`config.mk`:
```
export PLATFORM = sky130hd
export DESIGN_NAME = keyboard_key_state_reporter
export DESIGN_NICKNAME = d
export VERILOG_FILES = /design/src/rtl/kksr_pkg.sv /design/src/rtl/keyboard_key_state_reporter.sv /design/src/rtl/kksr_keymap.sv /design/src/rtl/kksr_ctrl.sv
export VERILOG_INCLUDE_DIRS = /design/src /design/src/rtl
export SDC_FILE = /design/constraint.sdc
export NUM_CORES = 1
export LEC_CHECK = 0
export CAP_MARGIN = 10
export CORE_MARGIN = 2
export CORE_UTILIZATION = 50
export CTS_CLUSTER_DIAMETER = 120
export DETAILED_ROUTE_END_ITERATION = 10
export DONT_BUFFER_PORTS = 1
export GPL_TIMING_DRIVEN = 0
export HOLD_SLACK_MARGIN = 0.05
export PLACE_DENSITY_LB_ADDON = 0.3
export SLEW_MARGIN = 20
export SYNTH_ARGS = -nofsm -noshare
export SYNTH_HDL_FRONTEND = slang
export SYNTH_HIERARCHICAL = 1
export SYNTH_SLANG_ARGS = --single-unit
```
`constraint.sdc`:
```
create_clock -name clk -period 6.35 [get_ports clk]
set_input_delay 0.3175 -clock clk [delete_from_list [all_inputs] [get_ports clk]]
set_output_delay 0.3175 -clock clk [all_outputs]
set_load 0.01 [all_outputs]
```
`src/rtl/assert_macros.svh`:
```
`ifndef ASSERT_MACROS_SVH
`define ASSERT_MACROS_SVH

// Checks a property on every rising clock edge outside reset.
`define KKSR_ASSERT(label, prop, msg) \
  label: assert property (@(posedge clk) disable iff (!rst_n) prop) \
    else $error(msg);

// Checks a property on every rising clock edge, reset included.
`define KKSR_ASSERT_ALWAYS(label, prop, msg) \
  label: assert property (@(posedge clk) prop) \
    else $error(msg);

`endif

```
`src/rtl/kksr_pkg.sv`:
```
`default_nettype none

package kksr_pkg;

  localparam logic [2:0] REQ_KEY   = 3'd0;
  localparam logic [2:0] REQ_INIT  = 3'd1;
  localparam logic [2:0] REQ_OPEN  = 3'd2;
  localparam logic [2:0] REQ_CLOSE = 3'd3;
  localparam logic [2:0] REQ_READ  = 3'd4;

  localparam logic [3:0] SESSION_HANDLE = 4'd1;
  localparam int         FIRST_CODE     = 4;
  localparam int         COUNT_W        = 6;

  typedef struct packed {
    logic [2:0] locks;
    logic [7:0] mods;
  } kksr_flags_t;

  // Host word bits lctrl 6, lshift 0, lalt 8, lmeta 10, rctrl 7, rshift 1,
  // ralt 9, rmeta 11 land on modifier bits 0 through 7.
  function automatic logic [7:0] pack_mods(input logic [15:0] w);
    return {w[11], w[9], w[1], w[7], w[10], w[8], w[0], w[6]};
  endfunction

  // Num lock is bit 12, caps lock bit 13 and scroll lock bit 15.
  function automatic logic [2:0] pack_locks(input logic [15:0] w);
    return {w[15], w[13], w[12]};
  endfunction

endpackage

`default_nettype wire

```
`src/rtl/keyboard_key_state_reporter.sv`:
```
// Keyboard key state reporter. A request is taken when start is high and
// busy is low. Key event, init, open and close requests, and any rejected
// request, give one status result on the cycle after the transfer and keep
// busy low, so a new request can follow every cycle. A read in an open
// session walks the key table through its single read port, one entry per
// cycle from usage code 4, and keeps busy high through the scan and summary
// (the scan ends early once MAX_REPORTED_KEYS pressed keys are found); it
// emits one result per pressed key and then the summary with last set.
// After reset the key table is cleared one entry per cycle, and busy stays
// high until every entry is clear. Results are shown for exactly one cycle
// with out_valid high and cannot be stalled by the receiver.
`default_nettype none
`include "assert_macros.svh"

module keyboard_key_state_reporter
  import kksr_pkg::*;
#(
  parameter int MAX_REPORTED_KEYS = 32,
  parameter int KEY_SLOTS         = 256
) (
  input  wire logic              clk,
  input  wire logic              rst_n,
  input  wire logic              start,
  output logic                   busy,
  input  wire logic [2:0]        in_req_type,
  input  wire logic signed [9:0] in_usage_code,
  input  wire logic              in_key_down,
  input  wire logic [15:0]       in_modifier_flags,
  input  wire logic [3:0]        in_handle,
  input  wire logic [31:0]       in_timestamp,
  output logic                   out_valid,
  output logic                   out_status,
  output logic                   out_kind,
  output logic [7:0]             out_keycode,
  output logic [COUNT_W-1:0]     out_key_count,
  output logic [2:0]             out_lock_bits,
  output logic [7:0]             out_modifier_bits,
  output logic [31:0]            out_report_time,
  output logic                   out_last
);

  localparam int AW = $clog2(KEY_SLOTS);

  kksr_flags_t   flags_r;
  logic          mem_we;
  logic [AW-1:0] mem_wa;
  logic          mem_wd;
  logic [AW-1:0] mem_ra;
  logic          mem_rd;

  // Modifier and lock state follow every key event, in or out of range.
  always_ff @(posedge clk) begin
    if (!rst_n) begin
      flags_r <= '0;
    end else if (start && !busy && (in_req_type == REQ_KEY)) begin
      flags_r.locks <= pack_locks(in_modifier_flags);
      flags_r.mods  <= pack_mods(in_modifier_flags);
    end
  end

  kksr_ctrl #(
    .KEY_SLOTS         (KEY_SLOTS),
    .MAX_REPORTED_KEYS (MAX_REPORTED_KEYS),
    .AW                (AW)
  ) u_ctrl (
    .clk               (clk),
    .rst_n             (rst_n),
    .start             (start),
    .busy              (busy),
    .in_req_type       (in_req_type),
    .in_usage_code     (in_usage_code),
    .in_key_down       (in_key_down),
    .in_handle         (in_handle),
    .in_timestamp      (in_timestamp),
    .flags             (flags_r),
    .mem_we            (mem_we),
    .mem_wa            (mem_wa),
    .mem_wd            (mem_wd),
    .mem_ra            (mem_ra),
    .mem_rd            (mem_rd),
    .out_valid         (out_valid),
    .out_status        (out_status),
    .out_kind          (out_kind),
    .out_keycode       (out_keycode),
    .out_key_count     (out_key_count),
    .out_lock_bits     (out_lock_bits),
    .out_modifier_bits (out_modifier_bits),
    .out_report_time   (out_report_time),
    .out_last          (out_last)
  );

  kksr_keymap #(
    .DEPTH (KEY_SLOTS),
    .AW    (AW)
  ) u_keymap (
    .clk     (clk),
    .wr_en   (mem_we),
    .wr_addr (mem_wa),
    .wr_data (mem_wd),
    .rd_addr (mem_ra),
    .rd_data (mem_rd)
  );

  `KKSR_ASSERT_ALWAYS(a_reset_quiet, !rst_n |=> (busy && !out_valid), "reset must clear and block")
  `KKSR_ASSERT(a_status_next, (start && !busy && in_req_type != REQ_READ) |=> (out_valid && out_last), "status result missing after transfer")
  `KKSR_ASSERT(a_keycode_in_read, (out_valid && out_kind) |-> (busy && !out_last), "keycode result outside a read")
  `KKSR_ASSERT(a_count_limit, out_valid |-> (32'(out_key_count) <= MAX_REPORTED_KEYS), "key count above limit")

endmodule

`default_nettype wire

```
`src/rtl/kksr_keymap.sv`:
```
`default_nettype none

module kksr_keymap #(
  parameter int DEPTH = 256,
  parameter int AW    = 8
) (
  input  wire logic          clk,
  input  wire logic          wr_en,
  input  wire logic [AW-1:0] wr_addr,
  input  wire logic          wr_data,
  input  wire logic [AW-1:0] rd_addr,
  output logic               rd_data
);

  logic mem [DEPTH];

  always_ff @(posedge clk) begin
    if (wr_en) begin
      mem[wr_addr] <= wr_data;
    end
    rd_data <= mem[rd_addr];
  end

endmodule

`default_nettype wire

```
`src/rtl/kksr_ctrl.sv`:
```
`default_nettype none

module kksr_ctrl
  import kksr_pkg::*;
#(
  parameter int KEY_SLOTS         = 256,
  parameter int MAX_REPORTED_KEYS = 32,
  parameter int AW                = $clog2(KEY_SLOTS)
) (
  input  wire logic              clk,
  input  wire logic              rst_n,
  input  wire logic              start,
  output logic                   busy,
  input  wire logic [2:0]        in_req_type,
  input  wire logic signed [9:0] in_usage_code,
  input  wire logic              in_key_down,
  input  wire logic [3:0]        in_handle,
  input  wire logic [31:0]       in_timestamp,
  input  wire kksr_flags_t       flags,
  output logic                   mem_we,
  output logic [AW-1:0]          mem_wa,
  output logic                   mem_wd,
  output logic [AW-1:0]          mem_ra,
  input  wire logic              mem_rd,
  output logic                   out_valid,
  output logic                   out_status,
  output logic                   out_kind,
  output logic [7:0]             out_keycode,
  output logic [COUNT_W-1:0]     out_key_count,
  output logic [2:0]             out_lock_bits,
  output logic [7:0]             out_modifier_bits,
  output logic [31:0]            out_report_time,
  output logic                   out_last
);

  localparam int CW = $clog2(KEY_SLOTS + 1);

  typedef enum logic [1:0] {
    ST_CLEAR,
    ST_IDLE,
    ST_SCAN,
    ST_SUM
  } state_t;

  state_t             state_r;
  logic [CW-1:0]      addr_r;
  logic               pend_r;
  logic [7:0]         pend_code_r;
  logic [COUNT_W-1:0] count_r;
  logic [31:0]        time_r;
  logic               ready_r;
  logic               open_r;

  logic               out_valid_r;
  logic               out_status_r;
  logic               out_kind_r;
  logic [7:0]         out_keycode_r;
  logic [COUNT_W-1:0] out_key_count_r;
  logic [2:0]         out_lock_bits_r;
  logic [7:0]         out_modifier_bits_r;
  logic [31:0]        out_report_time_r;
  logic               out_last_r;

  logic               accept;
  logic               session_ok;
  logic               rej;
  logic [9:0]         code_u;
  logic               key_in_range;
  logic               issue;
  logic               hit;
  logic [COUNT_W-1:0] count_nxt;
  logic               scan_done;

  assign busy       = (state_r != ST_IDLE);
  assign accept     = start && (state_r == ST_IDLE);
  assign session_ok = (in_handle == SESSION_HANDLE) && open_r;

  assign code_u       = {1'b0, in_usage_code[8:0]};
  assign key_in_range = !in_usage_code[9] && (32'(code_u) < KEY_SLOTS);

  // The read port runs one entry ahead of the compare: pend_r marks that
  // mem_rd holds the entry at pend_code_r.
  assign issue     = (32'(addr_r) < KEY_SLOTS);
  assign hit       = pend_r && mem_rd;
  assign count_nxt = count_r + COUNT_W'(hit);
  assign scan_done = !issue || (32'(count_nxt) == MAX_REPORTED_KEYS);

  always_comb begin
    unique case (in_req_type)
      REQ_KEY:   rej = 1'b0;
      REQ_INIT:  rej = 1'b0;
      REQ_OPEN:  rej = !ready_r || open_r;
      REQ_CLOSE: rej = !session_ok;
      REQ_READ:  rej = !session_ok;
      default:   rej = 1'b1;
    endcase
  end

  always_comb begin
    mem_we = 1'b0;
    mem_wa = addr_r[AW-1:0];
    mem_wd = 1'b0;
    if (state_r == ST_CLEAR) begin
      mem_we = 1'b1;
    end else if (accept && (in_req_type == REQ_KEY) && key_in_range) begin
      mem_we = 1'b1;
      mem_wa = AW'(code_u);
      mem_wd = in_key_down;
    end
  end

  assign mem_ra = addr_r[AW-1:0];

  always_ff @(posedge clk) begin
    if (!rst_n) begin
      state_r     <= ST_CLEAR;
      addr_r      <= '0;
      pend_r      <= 1'b0;
      ready_r     <= 1'b0;
      open_r      <= 1'b0;
      out_valid_r <= 1'b0;
    end else begin
      unique case (state_r)
        ST_CLEAR: begin
          out_valid_r <= 1'b0;
          addr_r      <= addr_r + 1'b1;
          if (addr_r == CW'(KEY_SLOTS - 1)) begin
            state_r <= ST_IDLE;
          end
        end
        ST_IDLE: begin
          // Every transfer but an accepted read answers with one status result.
          out_valid_r <= accept && !((in_req_type == REQ_READ) && !rej);
          if (accept) begin
            if ((in_req_type == REQ_READ) && !rej) begin
              state_r <= ST_SCAN;
              addr_r  <= CW'(FIRST_CODE);
              pend_r  <= 1'b0;
              count_r <= '0;
              time_r  <= in_timestamp;
            end else begin
              if (in_req_type == REQ_INIT) begin
                ready_r <= 1'b1;
              end
              if ((in_req_type == REQ_OPEN) && !rej) begin
                open_r <= 1'b1;
              end
              if ((in_req_type == REQ_CLOSE) && !rej) begin
                open_r <= 1'b0;
              end
              out_status_r        <= rej;
              out_kind_r          <= 1'b0;
              out_keycode_r       <= '0;
              out_key_count_r     <= '0;
              out_lock_bits_r     <= '0;
              out_modifier_bits_r <= '0;
              out_report_time_r   <= '0;
              out_last_r          <= 1'b1;
            end
          end
        end
        ST_SCAN: begin
          out_valid_r <= hit;
          addr_r      <= addr_r + 1'b1;
          pend_r      <= issue && !scan_done;
          pend_code_r <= 8'(addr_r);
          count_r     <= count_nxt;
          if (hit) begin
            out_status_r        <= 1'b0;
            out_kind_r          <= 1'b1;
            out_keycode_r       <= pend_code_r;
            out_key_count_r     <= '0;
            out_lock_bits_r     <= '0;
            out_modifier_bits_r <= '0;
            out_report_time_r   <= '0;
            out_last_r          <= 1'b0;
          end
          if (scan_done) begin
            state_r <= ST_SUM;
          end
        end
        ST_SUM: begin
          state_r             <= ST_IDLE;
          out_valid_r         <= 1'b1;
          out_status_r        <= 1'b0;
          out_kind_r          <= 1'b0;
          out_keycode_r       <= '0;
          out_key_count_r     <= count_r;
          out_lock_bits_r     <= flags.locks;
          out_modifier_bits_r <= flags.mods;
          out_report_time_r   <= time_r;
          out_last_r          <= 1'b1;
        end
        default: begin
          state_r     <= ST_IDLE;
          out_valid_r <= 1'b0;
        end
      endcase
    end
  end

  assign out_valid         = out_valid_r;
  assign out_status        = out_status_r;
  assign out_kind          = out_kind_r;
  assign out_keycode       = out_keycode_r;
  assign out_key_count     = out_key_count_r;
  assign out_lock_bits     = out_lock_bits_r;
  assign out_modifier_bits = out_modifier_bits_r;
  assign out_report_time   = out_report_time_r;
  assign out_last          = out_last_r;

endmodule

`default_nettype wire
```
# Word level (Yosys, flattened, before mapping)

Memories as Yosys holds them, arrays and structs flattened. A register that Yosys moved wholly into a read port is not among the register bits.
Index checks and enable logic that the tools add are counted.

Word-level logic and storage cells: 138
Register bits: 132
Memories: 1
Bits in writable memories: 256
Memory bits (read-only): 0
Input port bits: 69
Bits in latches: 0
Output and inout bits: 62

$mul: 0
Magnitude comparators: 2
Shift operators: 0
Add/subtract/negate cells: 2
Mux-type cells: 55
Bitwise operators: 1
Reductions and logical operators: 41
Div/mod/pow operators: 0
Equal/unequal tests: 17

Memory list:

| memory       | words | bits a word | read ports | clocked after Yosys merged registers in | wr ports | RTL line          | RTL |
|---|---|---|---|---|---|---|---|
| u_keymap.mem | 256   | 1           | 1          | 1                                       | 1        | kksr_keymap.sv:15 | `logic mem [DEPTH];` |

Operator list:

| operator                                              | number |
|---|---|
| two-way mux 32 bit                                    | 3 |
| case mux 32 bit (3 select lines)                      | 1 |
| two-way mux 8 bit                                     | 6 |
| case mux 8 bit (3 select lines)                       | 2 |
| two-way mux 6 bit                                     | 5 |
| AND reduction 4 bit                                   | 5 |
| < comparator 9 bit, second input constant             | 2 |
| two-way mux 1 bit                                     | 18 |
| two-way mux 9 bit                                     | 2 |
| case mux 6 bit (3 select lines)                       | 1 |
| case mux 9 bit (2 select lines)                       | 1 |
| logical AND 1 bit                                     | 13 |
| case mux 1 bit (3 select lines)                       | 4 |
| case mux 6 bit (2 select lines)                       | 1 |
| adder 9 x 1 -> 9 bit, second input constant           | 1 |
| == test 9 x 8 -> 1 bit, second input constant         | 1 |
| two-way mux 3 bit                                     | 3 |
| case mux 3 bit (3 select lines)                       | 1 |
| zero test 1 bit                                       | 8 |
| two-way mux 2 bit                                     | 4 |
| inequality test 2 x 1 -> 1 bit, second input constant | 4 |
| case mux 2 bit (4 select lines)                       | 1 |
| adder 6 x 1 -> 6 bit                                  | 1 |
| == test 3 x 2 -> 1 bit, second input constant         | 2 |
| 19 further kinds                                      | 28 |

# Logic depth before layout (Yosys ltp)

Depth after elaboration: 9
Depth in mapped cells: 12
Mapped depth without buffers: 11

# Modules after synthesis

The synthesis kept the hierarchy.

Modules (own cells, without submodules):

| module                      | area an instance (sq um) | seq. area each (sq um) | cells each | times used |
|---|---|---|---|---|
| kksr_keymap                 | 11128.2                  | 7707.4                 | 788        | 1 |
| kksr_ctrl                   | 4875.9                   | 3483.3                 | 335        | 1 |
| keyboard_key_state_reporter | 449.2                    | 220.2                  | 49         | 1 |

# Worst setup path before layout

No wires, ideal clock.

Kind: flip-flop to flip-flop
From: register u_ctrl.state_r[0]
To: register u_ctrl.out_key_count_r[0], in the netlist u_ctrl/out_key_count[0] (enable)
Buffers on the path: 0
Data arrival time: 5.289 ns
Data required time: 5.775 ns
Setup time: 0.575 ns
Stages on the path, launching flop included: 5
Setup slack: 0.486 ns
Period minus slack after synthesis: 5.864 ns
Cells stage by stage: dfxtp_1 > inv_1 > ha_1 > nand2b_1 > a221oi_1

Longest elaborated chain between the ends: 4
Elaborated cells between the ends (all ways): 9
Those cells by class: 6 x eq/ne; 3 x reduce/logical

RTL lines:

| what                                            | RTL line                          | RTL |
|---|---|---|
| start, declared                                 | kksr_ctrl.sv:45                   | `state_t state_r;` |
| start signal, assigned                          | kksr_ctrl.sv:116                  | `state_r <= ST_CLEAR;` |
| start signal, assigned                          | kksr_ctrl.sv:128                  | `state_r <= ST_IDLE;` |
| start signal, assigned                          | kksr_ctrl.sv:136                  | `state_r <= ST_SCAN;` |
| == test 2 x 1 -> 1 bit                          | kksr_ctrl.sv:75, kksr_ctrl.sv:123 |  |
| logical AND 1 bit                               | kksr_ctrl.sv:75                   | `assign accept = start && (state_r == ST_IDLE);` |
| inequality test 2 x 1 -> 1 bit (no source line) | n/a                               |  |
| AND reduction 5 bit (no source line) *          | n/a                               |  |
| end signal, assigned                            | kksr_ctrl.sv:188                  | `out_key_count_r <= count_r;` |
| end, declared                                   | kksr_ctrl.sv:58                   | `logic [COUNT_W-1:0] out_key_count_r;` |

Mark *: on every way between the ends. The rest lies on a longest branch, timed or not.
A chain may end at the register's enable or synchronous reset.

# Worst setup path after layout

From: register u_ctrl.state_r[0]
To: memory u_keymap.mem[211] (enable)

Elaborated cells between the ends (all ways): 11
Those cells by class: 1 x eq/ne; 6 x mux; 4 x reduce/logical

RTL lines:

| what                            | RTL line                          | RTL |
|---|---|---|
| == test 2 x 1 -> 1 bit          | kksr_ctrl.sv:75                   |  |
| logical AND 1 bit               | kksr_ctrl.sv:75                   |  |
| logical AND 1 bit (2 in series) | kksr_ctrl.sv:105                  | `end else if (accept && (in_req_type == REQ_KEY) && key_in_range) begin` |
| two-way mux 8 bit               | kksr_ctrl.sv:105                  |  |
| two-way mux 8 bit *             | kksr_ctrl.sv:103                  | `if (state_r == ST_CLEAR) begin` |
| named net mem_wa[3]             | keyboard_key_state_reporter.sv:46 | `logic [AW-1:0] mem_wa;` |
| end, declared                   | kksr_keymap.sv:15                 |  |

Mark *: on every way through the listed nets, which the timed path passes. The rest lies on a longest branch.

==> impl_results.md <==
- Final hold vios: 0
- Worst EP required: 6.58 ns
- Tot Pwr: 5.152 mW
- Tmin final: 3.883 ns
- Syn Std Cell Area: 16450 sq um
- Die Ht: 185.4 microns
- CORE AREA: 32450 sq um
- Synth Flop Type: edfxtp_1
- Post-route DRC: 0
- Max clock buf depth: 3
- WL/cell: 21.76 microns
- CP Max Fanout: 10
- Gr usage total: 22.51%
- Global-route wire length before repair: 57.62 mm
- CTS tree: done
- EDFF count, synth: 362
- Area grow syn2layout: 14.73%
- R2r setup slk: 2.47 ns
- Fill count: 2522
- RePlAce Congestion: 0.8507
- Clock transition at path regs: 0.06 ns
- Slowest CP cell: clkbuf_1
- # resized after CTS: 0
- Seq. cell area: 11410 sq um
- Final antenna-violating net count: 0
- Die width: 185.4 microns
- WHS: 0.1007 ns
- Synth area leaders: edfxtp_1 (66%), nor2_1 (6.5%), mux4_2 (5.7%)
- # Max-Cap Violations: 0
- Layout cells sized above 1: 11.05%
- Setup Skew: 0.01390 ns
- Mapped Cells: 1172
- DRT Wirelength: 38.00 mm
- Max incr delay on CP: 0.52 ns
- Setup-failing EPs final: 0
- Footprint of the multi-input gates: 4623 sq um
- TNS Setup: 0 ns
- Synth cell count leaders: edfxtp_1 (362), nor2_1 (284), mux2i_1 (65), and2_1 (63), nand2_1 (57)
- Area leader, netlist: edfxtp_1
- Largest net degree at the start of global routing: 83
- Peak supply drop: 0.2338 mV
- Placed instance area: 17180 sq um
- Clock Sink Count: 389
- Most frequent cell after synthesis: edfxtp_1
- Netlist cell types: 56
- CP Cell Sequence: ha_1, nand2_1, nor2_1, nand3_1, nor2_2, mux2_2, nor3b_1, nand3_1, clkbuf_1, nor2_1
- Port buffer count: 0
- Worst Hold Depth: 2
- Htree depth: 2
- Drt first-iter violations: 865
- Sequential share of the synthesized area: 69.35%
- Leakage: 5.579 nW
- Max-slew headroom: 30.22%
- Max Slew Vio Count: 0
- Vias in the first global route: 9890
- Setup bufs post-CTS: 0
- Final Cycle Share: 61.16%
- Worst Hold Class: input port to flop
- Status: finished, final reports clean
- Initial Util: 50.70%
- Async S/R FF share, synth: 0%
- DP HPWL: 24.39 mm
- Kind of critical path: flop to flop
- Vias: 9991
- Fmax: 0.2575 GHz
- Syn_nets: 1249
- YS warnings: 6
- Fin util: 58.17%
- Worst Max-Slew Pin Slew: 1.020 ns
- Post-Syn Area per Cell: 14.04 sq um
- Fraction of post-synthesis cell area in the top cell type by area: 66.07%
- Skew-Pair Late Insertion Delay: 0.54 ns
- Drt first pass iters: 5
- Total grt overflow: 0
- #FFs+latches synth: 389
- Crit path arrival time: 4.11 ns
- RSZ-0062 raised after global routing: false
- Vias per cell: 5.722
- Cell area after layout: 18880 sq um
- CTS Root Cell: clkbuf_16
- Power Density: 272.9 nW/um^2
- Worst setup SP type: flop
- CTS Buf Count: 41
- Full die area: 34370 sq um
- Reg2reg path depth: 10
- Initial antenna violation count: 2
- Worst Setup End Kind: flop
- # IOs: 131
- Nets: 1348
- Site Rows: 66
==> critical path, delay by kind of cell (launching register included) <==
family | cells | cell delay [ns]
adders and majority gates | 1 | 0.32
buffers and inverters | 1 | 0.52
DFF | 1 | 0.40
muxes | 1 | 0.43
and+or+nand+nor | 7 | 1.91
==> worst paths after layout <==
path,end,start
max,u_keymap/mem[211]$_DFFE_PP_,u_ctrl/state_r[0]$_SDFFE_PN0P_
min,flags_r[7]$_SDFFE_PN0P_,start
max reg2reg,u_keymap/mem[211]$_DFFE_PP_,u_ctrl/state_r[0]$_SDFFE_PN0P_
min reg2reg,flags_r[5]$_SDFFE_PN0P_,flags_r[5]$_SDFFE_PN0P_
==> cell usage in the layout (no fill, tap or decap), types with 6 or more instances in the layout <==
cell             n
inv_1           10
nor4_1           7
nor2b_1         14
buf_4           13
nor2_1         283
clkbuf_16       41
clkbuf_1        67
mux2_2           9
nand3b_1         7
o22ai_1         24
and2_1          62
a31oi_1          6
a21oi_1          9
a22o_1           6
nand2_1         57
buf_6            9
o21ai_0          8
and3_1           6
a22oi_1          8
nand3_1         19
ha_1             8
dlygate4sd3_1   48
edfxtp_1       362
mux2i_1         65
dfxtp_1         27
mux4_2          42
buf_2            6
clkinv_1         8
==> metrics by stage <==
| stage | std cells | setup slack, ns |
|---|---|---|
| finish | 1746 | 2.467 |
| floorplan | 1172 | 0.4855 |
| global route | 1746 | 2.190 |
| global placement | 1614 | -1.559 |
| CTS | 1745 | 2.474 |
| detailed placement | 1622 | 2.497 |
==> flip-flops by register name, indices dropped and copies added, names as in the netlist <==
signal / cells
u_ctrl/out_valid: 1
u_ctrl/count_r: 6
u_ctrl/time_r: 32
u_ctrl/out_last: 1
u_ctrl/out_keycode: 8
u_ctrl/out_kind: 1
u_ctrl/out_key_count: 6
u_keymap/rd_data: 1
flags_r: 11
u_ctrl/out_report_time: 32
u_ctrl/out_status: 1
u_ctrl/addr_r: 9
u_ctrl/out_lock_bits: 3
u_ctrl/pend_code_r: 8
u_ctrl/state_r: 2
u_ctrl/ready_r: 1
u_ctrl/pend_r: 1
u_ctrl/open_r: 1
u_ctrl/out_modifier_bits: 8
u_keymap/mem: 256
==> report_power, final <==
part | switching, mW | total [mW] | internal [mW] | leakage [nW]
sequential | 0.00475 | 2.77 | 2.77 | 3.15
combinational | 0.115 | 0.192 | 0.0766 | 1.83
clock | 0.930 | 2.19 | 1.26 | 0.594
total | 1.05 | 5.15 | 4.10 | 5.58
==> layer usage <==
layer	routed length (microns)	GRT usage (%)
met2	18500	37.18
met4	1013	7.810
met5	12	0
met1	15360	29.93
met3	3115	4.345
==> cell families after synthesis <==
kind of cell	count (synthesis)	synth area share, %
buffers and inverters	89	2.715
and+or+nand+nor	483	13.21
DFF	389	69.35
muxes	116	10.32
adders and majority gates	8	0.6084
AOI/OAI and AO/OA	82	3.529
xor gates and xnor gates	5	0.2662
==> layout make-up <==
cell class                      instances  share of cell area (%)
Multi-Input combinational cell        694                   24.49
Timing Repair Buffer                   56                   3.307
Inverter                               10                  0.1988
Buffer                                 79                   2.167
Antenna cell                            1                 0.01326
Sequential cell                       389                   60.45
Clock buffer                           59                   5.899
Tap cell                              442                   2.930
Clock inverter                         16                  0.5435
==> repair_timing <==
| item | 4_1_cts | 5_1_grt |
|---|---|---|
| setup endpoints to repair | 0 | 0 |
| hold buffers | 48 | 0 |
| hold endpoints to repair | 46 | 0 |
No activity file was read; power rests on OpenSTA's default activity.
